$ cat config.mk
export PLATFORM = sky130hd
export DESIGN_NAME = rvr_lane
export DESIGN_NICKNAME = d
export VERILOG_FILES = /design/src/rtl/rvr_pkg.sv /design/src/rtl/rvr_lane.sv
export SDC_FILE = /design/constraint.sdc
export NUM_CORES = 2
export LEC_CHECK = 0
export ABC_AREA = 1
export ABC_CLOCK_PERIOD_IN_PS = 7800
export BUFFER_PORTS_ARGS = -buffer_cell sky130_fd_sc_hd__buf_2
export CAP_MARGIN = 20
export CORE_MARGIN = 4
export CORE_UTILIZATION = 45
export CTS_BUF_LIST = sky130_fd_sc_hd__clkbuf_8
export CTS_CLUSTER_SIZE = 20
export DETAILED_ROUTE_END_ITERATION = 7
export PLACE_DENSITY_LB_ADDON = 0.3
export RECOVER_POWER = 25
export SYNTH_ARGS = -nofsm -noshare
export SYNTH_HDL_FRONTEND = slang
export SYNTH_SLANG_ARGS = --single-unit
$ cat constraint.sdc
create_clock -name clk_i -period 7.8 [get_ports clk_i]
set_clock_uncertainty 0.15 [all_clocks]
set_input_delay 0 -clock clk_i [delete_from_list [all_inputs] [get_ports clk_i]]
set_output_delay 0 -clock clk_i [all_outputs]
set_load 0.005 [all_outputs]
$ cat src/rtl/rvr_pkg.sv
package rvr_pkg;

  // field widths
  localparam int DATA_W    = 16;
  localparam int FRAC_BITS = 14;

  // rotor part products: 16 x 16 signed
  localparam int PROD_W = 2 * DATA_W;
  // matrix entry: signed sum of four squares or a doubled sum or difference of products
  localparam int MAT_W  = PROD_W + 2;
  // matrix entry times vector component
  localparam int TERM_W = MAT_W + DATA_W;
  // three terms plus rounding offset
  localparam int SUM_W  = TERM_W + 2;

  localparam int RND_SHIFT = 2 * FRAC_BITS;
  localparam int RES_W     = SUM_W - RND_SHIFT;

  localparam logic signed [SUM_W-1:0] RND_HALF = SUM_W'(64'd1 << (RND_SHIFT - 1));
  localparam logic signed [RES_W-1:0] SAT_HI   = RES_W'((64'sd1 <<< (DATA_W - 1)) - 1);
  localparam logic signed [RES_W-1:0] SAT_LO   = RES_W'(-(64'sd1 <<< (DATA_W - 1)));

  localparam int LANES = 3;

  typedef logic signed [DATA_W-1:0] data_t;
  typedef logic signed [PROD_W-1:0] prod_t;
  typedef logic signed [MAT_W-1:0]  mat_t;
  typedef logic signed [TERM_W-1:0] term_t;

  typedef data_t vec3_t [LANES];
  typedef mat_t  row_t  [LANES];
  typedef row_t  mat3_t [LANES];

  // pipeline stage load enables
  typedef struct packed {
    logic s1;
    logic s2;
    logic s3;
    logic s4;
  } pipe_en_t;

endpackage

$ cat src/rtl/rvr_lane.sv
module rvr_lane import rvr_pkg::*; (
  input  logic     clk_i,
  input  pipe_en_t en_i,
  input  row_t     row_i,
  input  vec3_t    vec_i,
  output data_t    res_o,
  output logic     clip_o
);

  // stage 3: row times vector, one product per column
  term_t term_q [LANES];

  always_ff @(posedge clk_i) begin
    if (en_i.s3) begin
      for (int i = 0; i < LANES; i++) begin
        term_q[i] <= TERM_W'(row_i[i]) * TERM_W'(vec_i[i]);
      end
    end
  end

  // stage 4: exact sum, round half up, saturate
  logic signed [SUM_W-1:0] sum;
  logic signed [RES_W-1:0] rnd;
  data_t                   res_d, res_q;
  logic                    clip_d, clip_q;

  always_comb begin
    sum = SUM_W'(term_q[0]) + SUM_W'(term_q[1]) + SUM_W'(term_q[2]) + RND_HALF;
    rnd = RES_W'(sum >>> RND_SHIFT);
    if (rnd > SAT_HI) begin
      res_d  = DATA_W'(SAT_HI);
      clip_d = 1'b1;
    end else if (rnd < SAT_LO) begin
      res_d  = DATA_W'(SAT_LO);
      clip_d = 1'b1;
    end else begin
      res_d  = rnd[DATA_W-1:0];
      clip_d = 1'b0;
    end
  end

  always_ff @(posedge clk_i) begin
    if (en_i.s4) begin
      res_q  <= res_d;
      clip_q <= clip_d;
    end
  end

  assign res_o  = res_q;
  assign clip_o = clip_q;

endmodule

==> run summary <==
DIE
--------------------------------------------------------------------------------------
Row cnt                                                                            143
Floorplan die area                                                           0.159 mm²
Standard cell core area                                                      0.152 mm²
Vertical die dimension                                                          399 µm
Initial cell density of the core                                                 45.3%
Die W                                                                           399 µm
# IOs                                                                              172

GRT
--------------------------------------------------------------------------------------
First-pass GRT wire length                                                   303000 µm
Largest net degree at the start of global routing                                   83
Number of global-route vias before repair                                        56.6k
Global route total overflow                                                          0
Antenna violations before repair                                                     8
Global-route usage over all layers                                               24.0%

LOGIC SYNTHESIS
--------------------------------------------------------------------------------------
Count of distinct cell types in the synthesized netlist                             53
Share of flip-flops with an asynchronous set or reset after synthesis               0%
Post-synthesis area per instance                                              7.99 µm²
Main synth FF type                                                            edfxtp_1
Share of the yosys chip area belonging to registers                              7.29%
Cell area after synthesis                                                   0.0688 mm²
Syn nets                                                                         10.8k
Post-synthesis cell type with the largest combined area                           fa_1
Main area contributors after synthesis                                    fa_1 (46%), inv_1 (15%), nand2_1 (11%)
Synthesis Warnings                                                                   0
Synthesized flop and latch total                                                   167
Number of synthesized flops with an enable pin                                     167
Synthesized instance count                                                        8610
Post-synth top area share                                                        46.3%

PLACE
--------------------------------------------------------------------------------------
Setup Slack @ Placement                                                        1230 ps
Placer's final routability congestion estimate                                   0.918
IO buf count                                                                       169
Half-perimeter wire length after placement                                   152000 µm

ROUTE
--------------------------------------------------------------------------------------
Post-detailed-routing wire length                                            184000 µm
Count of vias placed by the detailed router                                      52.4k
Final routed wire length divided by cell count                                 17.5 µm
Final routed DRC violation total                                                     0
Number of antenna-violating nets in the routed design                                0
Vias per cell                                                                     4.99
DRT iter0 DRCs                                                                    3320
Pre-antenna DRT Iters                                                                8

FINISH
--------------------------------------------------------------------------------------
Synth-to-Final Area Change                                                       3.79%
Layout filler cell count                                                         15.0k
Share of layout cells above drive strength 1                                     3.47%
Nets@finish                                                                      10.7k
Share of the core filled with cells in the final layout                          47.0%
Seq. cell area                                                             0.00501 mm²
Multi-input logic area                                                      0.0522 mm²

SETUP PATH
--------------------------------------------------------------------------------------
R2R cell count                                                                      16
Library cell contributing the largest single delay on the critical path       clkbuf_1
Buffers plus inverters on the worst setup path                                       5
Setup slack of the most critical reg-to-reg path                               3840 ps
Worst endpoint required time                                                   7890 ps
Cell repeated most along the worst path                                           fa_1
Startpoint Class                                                             input pin
Kind of critical path                                                        in -> reg
Kind of end point of the critical path                                            flop
Maximum cell stage delay along the critical path                                810 ps
Startpoint of the most critical register-to-register path                 term_q[0][41]
Worst path arrival time                                                        6820 ps
Crit path max-delay family                                                 adder cells
Critical path, cell by cell                                               dlygate4sd3_1 > clkbuf_1 > or2_2 > fa_1 > fa_1 > inv_1 > fa_1 > fa_1 > fa_1 > inv_1 > fa_1 > inv_1 > ha_1 > nand2_1 > o21ai_0 > a21oi_1 > o21ai_0 > a21oi_1 > o21ai_0 > a21oi_1 > xnor2_1
Highest fanout seen on the critical path                                            16
Reg-to-reg critical path endpoint                                            res_o[11]

STA
--------------------------------------------------------------------------------------
Setup repair after global routing missed its margin                                 no
Final setup slack of the worst path                                            1070 ps
Final min period                                                               6730 ps
Count of pins over their slew limit                                                 83
Tightest hold margin                                                           88.9 ps
Number of hold-slack violations in the final timing report                           0
Worst Tran Pin Value                                                           4430 ps
Max-slew headroom                                                                -195%
TNS Setup                                                                         0 ps
Final worst path period share                                                    86.3%
Maximum achievable frequency                                                   149 MHz
Number of setup violations in the final report                                       0

CLOCK NETWORK
--------------------------------------------------------------------------------------
Maximum root-to-sink buffer count                                                    2
TritonCTS Buffers                                                                   17
Resized cells post-CTS                                                               0
CTS clk-pin slew, worst paths                                                   100 ps
Clock H-tree levels                                                                  4
Clock tree from TritonCTS                                                          yes
Cell chosen for the clock root                                                clkbuf_8
Clock net sink count                                                               167
Clock latency of the later-clocked register in the worst-skew pair              490 ps

WORST HOLD PATH
--------------------------------------------------------------------------------------
Class of the worst hold path                                                 in -> reg
Hold Path Sink                                                            term_q[0][50]
Origin of the worst min-delay path                                           vec_i[16]
Worst Hold Path Cells                                                                3

RUN STATUS
--------------------------------------------------------------------------------------
Violations in the final reports                                           max-capacitance violations, max-slew violations
Result of the run                                                         finished, violations left

JOB
--------------------------------------------------------------------------------------
Max cap viols                                                                        1

worst reg2reg max path, stage by stage (launching register included):
cell	delay, ps
edfxtp_1	500
fa_1	510
ha_1	290
ha_1	420
nand2_1	140
nor2_1	250
nand2_1	150
nor2_1	190
nand3_1	90
nor2_1	90
nand2_1	150
nand3_1	110
nand2_1	60
nor2_1	140
nand4_2	130
nand2_4	230
nand2_2	90
cell usage in the layout, fill, tap and decap left out, drive strengths merged, types with 26 or more instances in the layout:
cell type	n
inv	2716
nand2	2113
fa	1591
ha	452
nor2	362
a21oi	252
buf	188
edfxtp	167
o21ai	120
xor2	97
xnor2	86
nand3	80
a31oi	33
o21bai	26
clkbuf	26
cell families (layout without fill, tap and decap cells):
family          Yosys count  count (layout)  synth area share (%)
other cells               0               4                     0
xor+xnor                183             183                  2.34
fa+ha+maj              2043            2043                  54.5
simple gates           2643            2643                  15.0
buf+inv                3087            2945                  16.9
flops                   167             167                  7.29
compound gates          487             487                  3.95
what timing repair did:
item / in CTS / in global routing
buffers inserted: 0 / 0
hold endpoints to repair: 101 / 0
hold buffers: 6 / 0
stage by stage:
| step | cells | instance area [µm²] |
|---|---|---|
| after floorplan | 8610 | 68800 |
| after global placement | 10500 | 71000 |
| after detailed placement | 10500 | 71000 |
| after CTS | 10500 | 71400 |
| after global routing | 10500 | 71400 |
| final | 10500 | 71400 |
sequential cells by signal, indices dropped and copies added (netlist names):
| register | flops |
|---|---|
| clip_o | 1 |
| res_o | 16 |
| term_q | 150 |
layout make-up:
| cell class | instances | share of cell area, % |
|---|---|---|
| inverters | 2710 | 14.2 |
| repair buffers | 203 | 1.56 |
| multi-input cells | 5356 | 73.1 |
| flip-flops and latches | 167 | 7.02 |
| clock inverters | 15 | 0.203 |
| diodes | 4 | 0.0140 |
| clock buffers | 17 | 0.328 |
| well taps | 2030 | 3.56 |
routing by layer:
metal	up-vias	track usage, %	part of all wire, %
met2	1762	40.4	48
met5	-	0	0
met4	0	6.01	2.7
met1	26500	33.3	43
met3	269	2.66	6.4
li1	23900	-	-
synth_stat cells, types with 2 or more instances:
cell	count
nor2_2	14
clkbuf_1	371
a211oi_1	2
nor3_2	2
a221oi_1	3
and3_1	3
xor2_1	97
nand2_2	18
o311ai_0	2
a311oi_1	2
a21oi_1	251
a21o_1	13
a31o_2	3
o221ai_1	4
nand4_1	20
inv_2	10
nand2_1	2093
o21ai_0	106
o211ai_1	5
a31oi_1	33
ha_1	452
nor4_1	18
xnor2_1	85
buf_1	4
edfxtp_1	167
o21bai_1	26
o21ai_2	2
nand3_1	79
o21a_1	12
nor2_1	348
a21boi_0	6
o21ai_1	12
inv_1	2699
and2_1	6
nand3b_1	2
or2_2	15
nand2_4	2
fa_1	1591
nor3_1	18
how the worst max path moves through the flow:
stage / from / slack [ps] / endpoint / depth (start not counted)
after global routing: row_i[34] / 860 / term_q[0][87] / 21
after detailed placement: vec_i[7] / 1230 / term_q[0][136] / 22
after floorplan: vec_i[36] / 1900 / term_q[0][47] / 21
after CTS: row_i[34] / 1590 / term_q[0][87] / 21
after global placement: vec_i[7] / 1280 / term_q[0][136] / 22
final: row_i[34] / 1070 / term_q[0][87] / 21
Power is not shown: default switching activity piles up to over one toggle a cycle in this logic, so the estimate is an artifact.
